<file path="src/hw/rtl/sira_pkg.sv">
// Shared types and constants for the sliced ID range allocator.
package sira_pkg;

    localparam logic MODE_INIT  = 1'b0;
    localparam logic MODE_ALLOC = 1'b1;

    localparam logic STAT_OK      = 1'b0;
    localparam logic STAT_TOO_BIG = 1'b1;

    localparam logic [7:0] MAX_MULT  = 8'd255;
    localparam logic [2:0] MAX_SHIFT = 3'd7;
    localparam logic [2:0] SHIFT_RST = 3'd1;

    localparam int IN_DATA_W  = 64;
    localparam int OUT_DATA_W = 32;

    // one row of the per-group table
    typedef struct packed {
        logic [31:0] next_id;
        logic [7:0]  used;
        logic [7:0]  mult;
    } grp_ent_t;

    // one input word after unpacking
    typedef struct packed {
        logic        mode;
        logic [3:0]  group;
        logic [21:0] req_size;
        logic [31:0] now_seconds;
    } item_t;

    // state update produced for one word
    typedef struct packed {
        logic        wr;
        grp_ent_t    ent;
        logic [31:0] base;
        logic [2:0]  shift;
    } upd_t;

endpackage

</file>
<file path="src/hw/rtl/sira_tbl.sv">
// Per-group table: RAM with registered read, per-entry valid bits and write bypass.
module sira_tbl #(
    parameter int NUM_GROUPS = 16,
    parameter int AW         = 4
) (
    input  logic              clk,
    input  logic              rst_n,
    input  logic              rd_en,
    input  logic [AW-1:0]     rd_addr,
    input  logic              wr_en,
    input  logic [AW-1:0]     wr_addr,
    input  sira_pkg::grp_ent_t wr_data,
    output sira_pkg::grp_ent_t rd_data
);
    import sira_pkg::*;

    grp_ent_t              mem [NUM_GROUPS];
    logic [NUM_GROUPS-1:0] vld_reg;
    grp_ent_t              raw_reg;
    grp_ent_t              byp_reg;
    logic                  byp_sel_reg;
    logic                  vld_sel_reg;
    logic                  in_rng_rd;
    logic                  in_rng_wr;

    assign in_rng_rd = ({1'b0, rd_addr} < (AW+1)'(NUM_GROUPS));
    assign in_rng_wr = ({1'b0, wr_addr} < (AW+1)'(NUM_GROUPS));

    always_ff @(posedge clk)
    begin
        if (wr_en && in_rng_wr)
        begin
            mem[wr_addr] <= wr_data;
        end
        if (rd_en)
        begin
            if (in_rng_rd)
            begin
                raw_reg <= mem[rd_addr];
            end
            byp_reg <= wr_data;
        end
    end

    always_ff @(posedge clk or negedge rst_n)
    begin
        if (!rst_n)
        begin
            vld_reg     <= '0;
            byp_sel_reg <= 1'b0;
            vld_sel_reg <= 1'b0;
        end
        else
        begin
            if (wr_en && in_rng_wr)
            begin
                vld_reg[wr_addr] <= 1'b1;
            end
            if (rd_en)
            begin
                // a write landing on the same row this cycle wins
                byp_sel_reg <= wr_en && (wr_addr == rd_addr);
                vld_sel_reg <= in_rng_rd && vld_reg[rd_addr];
            end
        end
    end

    always_comb
    begin
        if (byp_sel_reg)
        begin
            rd_data = byp_reg;
        end
        else if (vld_sel_reg)
        begin
            rd_data = raw_reg;
        end
        else
        begin
            rd_data = '0;
        end
    end

endmodule

</file>
<file path="src/hw/rtl/sira_alu.sv">
// Single-pass datapath: init/alloc decision, range take and counter restart.
module sira_alu #(
    parameter int SLICE_BITS = 14
) (
    input  sira_pkg::item_t    item,
    input  sira_pkg::grp_ent_t ent,
    input  logic [31:0]        base,
    input  logic [2:0]         shift,
    output logic [31:0]        id_value,
    output logic               status,
    output sira_pkg::upd_t     upd
);
    import sira_pkg::*;

    localparam logic [31:0] SLICE_MASK = 32'((64'd1 << SLICE_BITS) - 64'd1);

    function automatic logic [31:0] align_up(input logic [31:0] v);
        logic [32:0] t;
        t = {1'b0, v} + {1'b0, SLICE_MASK};
        return t[31:0] & ~SLICE_MASK;
    endfunction

    logic        is_init;
    logic        too_big;
    logic [31:0] size32;
    logic [31:0] ceil_w;
    logic [7:0]  mult_i;
    logic [7:0]  mult_t;
    logic [31:0] base_eff;
    logic [31:0] nxt;
    logic        boundary;
    logic [7:0]  used_inc;
    logic        take;
    logic [32:0] sum;
    logic        wrap;
    logic [31:0] wrap_base;

    always_comb
    begin
        is_init   = (item.mode == MODE_INIT);
        size32    = 32'(item.req_size);
        too_big   = size32 > (32'(MAX_MULT) << SLICE_BITS);
        ceil_w    = (size32 + SLICE_MASK) >> SLICE_BITS;
        mult_i    = (item.req_size == '0) ? 8'd1 : ceil_w[7:0];
        base_eff  = (is_init && base == '0) ? align_up(item.now_seconds) : base;

        nxt       = ent.next_id + 32'd1;
        boundary  = (nxt & SLICE_MASK) == '0;
        used_inc  = ent.used + 8'd1;

        take      = is_init ? !too_big : (boundary && used_inc == ent.mult);
        mult_t    = is_init ? mult_i : ent.mult;
        sum       = {1'b0, base_eff} + (33'(mult_t) << SLICE_BITS);
        // reaching 2^31, or carrying out of 32 bits
        wrap      = sum[32] | sum[31];
        wrap_base = align_up(item.now_seconds >> shift);

        upd.wr    = !(is_init && too_big);
        upd.shift = shift;
        if (take)
        begin
            upd.ent.next_id = base_eff;
            upd.ent.used    = 8'd0;
            upd.ent.mult    = mult_t;
            if (wrap)
            begin
                upd.base = wrap_base;
                if (shift < MAX_SHIFT)
                begin
                    upd.shift = shift + 3'd1;
                end
            end
            else
            begin
                upd.base = sum[31:0];
            end
        end
        else
        begin
            upd.ent.next_id = nxt;
            upd.ent.used    = boundary ? used_inc : ent.used;
            upd.ent.mult    = ent.mult;
            upd.base        = base_eff;
        end

        id_value = is_init ? 32'd0 : ent.next_id;
        status   = (is_init && too_big) ? STAT_TOO_BIG : STAT_OK;
    end

endmodule

</file>
<file path="src/hw/rtl/sliced_id_range_allocator_core.sv">
// Table read and input register load on the accept edge; the ALU then computes into
// the result register when that stage advances. Throughput: one word per cycle
// unless m_tready stalls the output; the per-group table read is registered and a
// same-row write from the word ahead is bypassed, so back-to-back words to one group run.
// Reset: async active-low; group table reads as zero (valid bits cleared), shared
// base cleared, start shift set to 1, pipeline emptied. No clearing pass.
module sliced_id_range_allocator_core #(
    parameter int NUM_GROUPS = 16,
    parameter int SLICE_BITS = 14
) (
    input  logic                              clk,
    input  logic                              rst_n,
    input  logic                              s_tvalid,
    output logic                              s_tready,
    // [3:0] group, [25:4] req_size, [57:26] now_seconds, [63:58] zero
    input  logic [sira_pkg::IN_DATA_W-1:0]    s_tdata,
    // [0] mode
    input  logic                              s_tuser,
    output logic                              m_tvalid,
    input  logic                              m_tready,
    // [31:0] id_value
    output logic [sira_pkg::OUT_DATA_W-1:0]   m_tdata,
    // [0] status
    output logic                              m_tuser
);
    import sira_pkg::*;

    localparam int AW = (NUM_GROUPS > 1) ? $clog2(NUM_GROUPS) : 1;

    item_t       in_item;
    item_t       s1_item_reg;
    logic        s1_vld_reg;
    logic [31:0] base_reg;
    logic [2:0]  shift_reg;
    logic        out_vld_reg;
    logic [31:0] out_id_reg;
    logic        out_stat_reg;

    logic        s_acc;
    logic        adv;
    logic        in_rng;
    logic [AW+3:0] s1_grp_ext;
    logic [AW+3:0] in_grp_ext;
    grp_ent_t    rd_ent;
    logic [31:0] alu_id;
    logic        alu_stat;
    upd_t        upd;
    logic        do_wr;

    assign in_item.mode        = s_tuser;
    assign in_item.group       = s_tdata[3:0];
    assign in_item.req_size    = s_tdata[25:4];
    assign in_item.now_seconds = s_tdata[57:26];

    assign adv      = s1_vld_reg && (!out_vld_reg || m_tready);
    assign s_tready = !s1_vld_reg || adv;
    assign s_acc    = s_tvalid && s_tready;

    assign s1_grp_ext = {AW'(0), s1_item_reg.group};
    assign in_grp_ext = {AW'(0), in_item.group};
    assign in_rng     = s1_grp_ext < (AW+4)'(NUM_GROUPS);
    assign do_wr      = adv && in_rng && upd.wr;

    sira_tbl #(
        .NUM_GROUPS (NUM_GROUPS),
        .AW         (AW)
    ) u_tbl (
        .clk     (clk),
        .rst_n   (rst_n),
        .rd_en   (s_acc),
        .rd_addr (in_grp_ext[AW-1:0]),
        .wr_en   (do_wr),
        .wr_addr (s1_grp_ext[AW-1:0]),
        .wr_data (upd.ent),
        .rd_data (rd_ent)
    );

    sira_alu #(
        .SLICE_BITS (SLICE_BITS)
    ) u_alu (
        .item     (s1_item_reg),
        .ent      (rd_ent),
        .base     (base_reg),
        .shift    (shift_reg),
        .id_value (alu_id),
        .status   (alu_stat),
        .upd      (upd)
    );

    always_ff @(posedge clk)
    begin
        if (s_acc)
        begin
            s1_item_reg <= in_item;
        end
        if (adv)
        begin
            out_id_reg   <= in_rng ? alu_id : 32'd0;
            out_stat_reg <= in_rng ? alu_stat : STAT_OK;
        end
    end

    always_ff @(posedge clk or negedge rst_n)
    begin
        if (!rst_n)
        begin
            s1_vld_reg  <= 1'b0;
            out_vld_reg <= 1'b0;
            base_reg    <= '0;
            shift_reg   <= SHIFT_RST;
        end
        else
        begin
            if (s_tready)
            begin
                s1_vld_reg <= s_tvalid;
            end
            if (adv)
            begin
                out_vld_reg <= 1'b1;
            end
            else if (m_tready)
            begin
                out_vld_reg <= 1'b0;
            end
            if (do_wr)
            begin
                base_reg  <= upd.base;
                shift_reg <= upd.shift;
            end
        end
    end

    assign m_tvalid = out_vld_reg;
    assign m_tdata  = out_id_reg;
    assign m_tuser  = out_stat_reg;

endmodule

</file>
<file path="config.mk">
export PLATFORM = sky130hd
export DESIGN_NAME = sliced_id_range_allocator_core
export DESIGN_NICKNAME = d
export VERILOG_FILES = /design/src/hw/rtl/sira_pkg.sv /design/src/hw/rtl/sira_tbl.sv /design/src/hw/rtl/sira_alu.sv /design/src/hw/rtl/sliced_id_range_allocator_core.sv
export SDC_FILE = /design/constraint.sdc
export NUM_CORES = 1
export LEC_CHECK = 0
export ABC_CLOCK_PERIOD_IN_PS = 10000
export BUFFER_PORTS_ARGS = -buffer_cell sky130_fd_sc_hd__buf_2
export CAP_MARGIN = 20
export CORE_MARGIN = 5
export CORE_UTILIZATION = 45
export CTS_CLUSTER_SIZE = 12
export DETAILED_ROUTE_END_ITERATION = 8
export GPL_TIMING_DRIVEN = 0
export PLACE_DENSITY = 0.67
export SYNTH_ARGS = -nofsm -noshare
export SYNTH_HDL_FRONTEND = slang
export SYNTH_SLANG_ARGS = --single-unit
</file>
<file path="constraint.sdc">
create_clock -name clk -period 10 [get_ports clk]
set_input_delay 1 -clock clk [delete_from_list [all_inputs] [get_ports clk]]
set_output_delay 1 -clock clk [all_outputs]
set_load 0.005 [all_outputs]
</file>
Yosys cells after proc, flatten, opt, wreduce, memory -nomap -nowiden:

Memories as Yosys holds them, arrays and structs flattened. A register that Yosys moved wholly into a read port is not among the register bits.
Index checks and enable logic that the tools add are counted.

* add/sub/neg operators: 7
* magnitude comparators: 6
* equal/unequal tests: 2
* shift operators: 1
* mux-type cells: 18
* bitwise gates (word level): 3
* reductions and logical operators: 21

Operators by type and width (count)
* $mux W48: 2
* $mux W80: 1
* $add A32 B14 Y32 const B: 2
* $logic_not A32 Y1: 2
* $mux W32: 2
* $add A32 B22 Y33: 1
* $add A32 B1 Y32 const B: 1
* $shr A32 B3 Y32: 1
* $mux W8: 3
* $add A22 B14 Y22 const B: 1
* $gt A22 B22 Y1 const B: 1
* $logic_not A22 Y1: 1
* $or A16 B16 Y16: 1
* $lt A4 B5 Y1 const B: 3
* $logic_and A1 B1 Y1: 9
* $add A8 B1 Y8 const B: 1
* $eq A8 B8 Y1: 1
* $mux W1: 8
* $bmux W1 S4: 1
* $demux W1 S4: 1
* $eq A4 B4 Y1: 1
* $ge A4 B1 Y1 const B: 1
* $logic_not A1 Y1: 4
* $reduce_and A4 Y1: 1
* 7 further kinds: 8

* register bits after elaboration: 195
* RAM bits: 768
* output and inout bits: 35
* logic and storage cells: 75
* memories: 1

Memories
* u_tbl.mem: depth 16, bits a word 48, read ports 1, clocked after memory_dff 1, write ports 1, RTL line sira_tbl.sv:17 `grp_ent_t mem [NUM_GROUPS];`

Logic depth before layout (Yosys ltp):

* depth in word-level cells: 7
* mapped depth: 20
* depth with buffers taken out: 16

Cells and area by module:

From an unflattened synthesis, not the netlist that was laid out.

* cells, all modules: 2265
* area, all modules: 42549.6 um^2

Modules (own cells, without submodules)
* sira_tbl: instances 1, cells an instance 1297, area each 33214.4 um^2, sequential area each 26395.3 um^2
* sira_alu: instances 1, cells an instance 793, area each 5011.1 um^2, sequential area each 0.0 um^2
* sliced_id_range_allocator_core: instances 1, cells an instance 175, area each 4324.1 um^2, sequential area each 3689.8 um^2

Worst setup path after synthesis:

No wires, ideal clock.

* path kind: input to register
* from: input m_tready
* to: memory u_tbl.mem[0][0] in the netlist's numbering (enable)
* setup time: 514 ps
* arrival: 5929 ps
* required time: 9486 ps
* slack: 3557 ps
* stages: 5
* buffers on the path: 0
* path through: nand2b_1 and2_1 nand2b_1 or3_1 nor3_1

* cells in the longest elaborated chain, start to end: 6

RTL lines
* start: declaration: RTL line sliced_id_range_allocator_core.sv:20 `input logic m_tready,`
* $logic_or A1 B1 Y1: RTL line sliced_id_range_allocator_core.sv:55 `assign adv = s1_vld_reg && (!out_vld_reg || m_tready);`
* $logic_and A1 B1 Y1: RTL line sliced_id_range_allocator_core.sv:55
* via adv: RTL line sliced_id_range_allocator_core.sv:40 `logic adv;`
* $logic_and A1 B1 Y1 (2 in a row): RTL line sliced_id_range_allocator_core.sv:62 `assign do_wr = adv && in_rng && upd.wr;`
* $mux W1: RTL line sira_tbl.sv:31 `if (wr_en && in_rng_wr)`
* $mux W1 (not written as such): RTL line sira_tbl.sv:33 `mem[wr_addr] <= wr_data;`
* end: declaration: RTL line sira_tbl.sv:17

The timed path passes the listed nets, and every way through them passes these cells.

==> impl_metrics.json <==
{
  "crit_fanout": 17,
  "grt_max_degree": 101,
  "post-route-period-util_pct": 90.1,
  "drv_slew": 0,
  "maxCapViolCount": 0,
  "die_area_um2": 99900,
  "synth_compound_area_share_pct": 4.65,
  "start_util_pct": 45.3,
  "detail_route.wl_per_cell_um": 29.0,
  "fillers": 7290,
  "powerDensity_nw_per_um2": 218,
  "leakage_nw": 16.3,
  "synth_xor_area_share_pct": 1.85,
  "ys_seq_area_share_pct": 71.3,
  "max_freq_mhz": 111,
  "ant_nets": 0,
  "setup.worst_path.class": "reg -> reg",
  "grt_use_total_pct": 22.7,
  "clk-insertion-delay-late_ns": 0.71,
  "rsz0062_at_grt": "no",
  "fin_skew_ns": 0.0653,
  "vias": 24200,
  "worst_slew_pin_slew_ns": 1.18,
  "clkTransAtPathRegs_ns": 0.06,
  "synthTopCellsByCount": "956 x edfxtp_1, 249 x mux4_2, 135 x nor2_1",
  "hold_class": "in -> async",
  "drive_gt1_share_pct": 25.7,
  "synth.mux.area_fraction_pct": 14.9,
  "cts_buffer_depth": 3,
  "cts_tree": "yes",
  "outcome": "finished clean",
  "grt_pass1_wl_um": 165000,
  "core_region_area_um2": 93200,
  "placementRows": 112,
  "fin_setup_tns_ns": 0,
  "post-cts-setup-buffers": 0,
  "synth_cell_types": 90,
  "grt_pass1_vias": 24100,
  "ios": 104,
  "hpwl_um": 76500,
  "ys_ff_latch": 1011,
  "final_area_um2": 49000,
  "drt_iter0_markers": 2768,
  "max_slew_margin_pct": 21.5,
  "synth_area_leaders": "edfxtp_1 68%, mux4_2 13%, dfrtp_1 3.2%, nor2_1 1.2%, mux2i_1 1.1%",
  "async_flop_share_pct": 5.44,
  "die_h_um": 316,
  "post-route-min-period_ns": 9.01,
  "synth_top_area_cell": "edfxtp_1",
  "io_buffer_count": 97,
  "start_kind": "flip-flop",
  "yosysWarnings": 0,
  "antenna_found_initial": 1,
  "totalWireLength_um": 114000,
  "end_kind": "flip-flop",
  "synthAdderAreaFrac_pct": 0.404,
  "area_delta_synth_final_pct": 16.2,
  "vias_per_cell": 6.13,
  "synth_top_area_share_pct": 68.1,
  "nets": 2696,
  "drc": 0,
  "placedInstanceArea_um2": 45400,
  "yosys.cell_count.top_type": "edfxtp_1",
  "synth_top_family_by_area": "multiplexers",
  "grt-ovfl-total": 0,
  "first_pass_iters": 6,
  "synth_top_flop_cell": "edfxtp_1",
  "root_buffer": "clkbuf_16",
  "htreeDepth": 3,
  "synth_area_um2": 42200,
  "syn_area_per_cell_um2": 18.3,
  "holdBufCountCts": 0,
  "numCtsBuffers": 105,
  "clock_sinks": 1011,
  "setup_viol": 0,
  "largest_reg_flops": 768,
  "gp_congestion": 0.895,
  "hold_ws_ns": 0.286,
  "report.final.hold_viol_count": 0,
  "cts_resized": 0,
  "synthSimpleGateAreaFrac_pct": 5.45,
  "synth-edff-count": 956,
  "die_x_um": 316,
  "peakVddDrop_v": 0.000140,
  "worstPathArrival_ns": 9.34,
  "critPathRequiredTime_ns": 10.33,
  "syn_nets": 2386,
  "synthCells": 2304
}
-- layer usage --
metal  track usage, %  vias to the layer above  wire length [µm]  part of all wire (%)
li1                 -                    10000                 -                     -
met1             31.4                    12500             45100                    39
met4             7.95                        0              4580                   4.0
met2             36.5                     1339             54400                    48
met5                0                        -                 0                     0
met3             4.59                      269             10300                   9.0
-- critical path, cell delays in order (launching register included) --
cell       delay [ns]
dfrtp_1          0.40
buf_2            0.21
buf_4            0.20
buf_2            0.26
buf_2            0.38
buf_1            0.53
clkbuf_1         0.68
buf_1            0.89
a22o_1           0.38
ha_1             0.25
nand4b_1         0.17
a2bb2oi_2        0.32
nand3_1          0.29
o31ai_1          0.87
a41oi_2          0.60
nor2_2           0.51
clkbuf_1         0.60
nor2_1           0.11
a21oi_1          0.92
-- logic make-up (layout without fill, tap and decap cells) --
logic type / Yosys count / after routing
buffers and inverters: 145 / 528
DFF: 1011 / 1011
AOI/OAI and AO/OA: 289 / 289
other: 0 / 1
xor gates and xnor gates: 89 / 89
and+or+nand+nor: 444 / 444
adders and majority gates: 13 / 13
muxes: 313 / 313
-- where the power goes --
group          total [mW]  switching (mW)  leakage, nW  internal (mW)
clock network        3.68            1.60         1.54           2.08
registers            5.14           0.120         9.52           5.02
logic                1.86            1.19         5.20          0.666
-- final timing paths --
path | startpoint | endpoint | slack, ns | cells after the start
setup / recovery | u_tbl.byp_sel_reg | u_tbl.mem[9][44] | 0.99 | 18
hold / removal | rst_n | base_reg[26] | 0.29 | 1
setup reg to reg | u_tbl.byp_sel_reg | u_tbl.mem[9][44] | 0.99 | 18
hold reg to reg | u_tbl.vld_reg[7] | u_tbl.vld_reg[7] | 0.47 | 1
max in group asynchronous | rst_n | m_tvalid | 9.09 | 2
min in group clk | u_tbl.vld_reg[7] | u_tbl.vld_reg[7] | 0.47 | 1
-- cells in the final DEF (no fill, tap or decap), types with 11 or more instances in the layout --
cell,count
xnor2_1,46
a22o_1,16
buf_6,28
nand3b_1,11
a21oi_1,68
nor3_1,18
clkbuf_16,105
and2_1,20
clkbuf_1,110
dfrtp_1,54
mux4_2,249
a22oi_1,35
edfxtp_1,956
nor4_1,19
and3_1,19
ha_1,12
nand3_1,29
buf_4,34
nor2_1,123
mux2i_1,45
buf_12,24
xor2_1,43
nand2_1,86
buf_8,21
buf_1,21
nor2_4,12
or2_2,18
nand2b_1,11
o21ai_0,37
clkinv_1,13
inv_1,19
a21boi_1,14
nand4_1,16
buf_2,117
o21ai_1,14
mux2_2,18
-- through the flow --
stage	setup slack, ns	cells	util [%]	total power [mW]
floorplan	3.56	2304	-	6.35
global placement	-2.40	3655	47.5	6.94
detailed placement	1.22	3725	48.7	7.01
CTS	1.08	3905	52.2	10.7
global route	0.982	3941	52.6	11.1
finish	0.985	3942	52.6	10.7
-- final cells by class --
cell class                      instances  area, µm²  area share [%]
Sequential cell                      1011      30100            61.4
Multi-Input combinational cell       1148      11600            23.7
Clock buffer                          146       2840            5.80
Timing Repair Buffer                  203       1910            3.90
Tap cell                             1254       1570            3.20
Buffer                                123        518            1.06
Clock inverter                         34        362           0.738
Inverter                               22       90.1           0.184
Antenna cell                            1       2.50         0.00511
(Power assumes the default switching activity.)
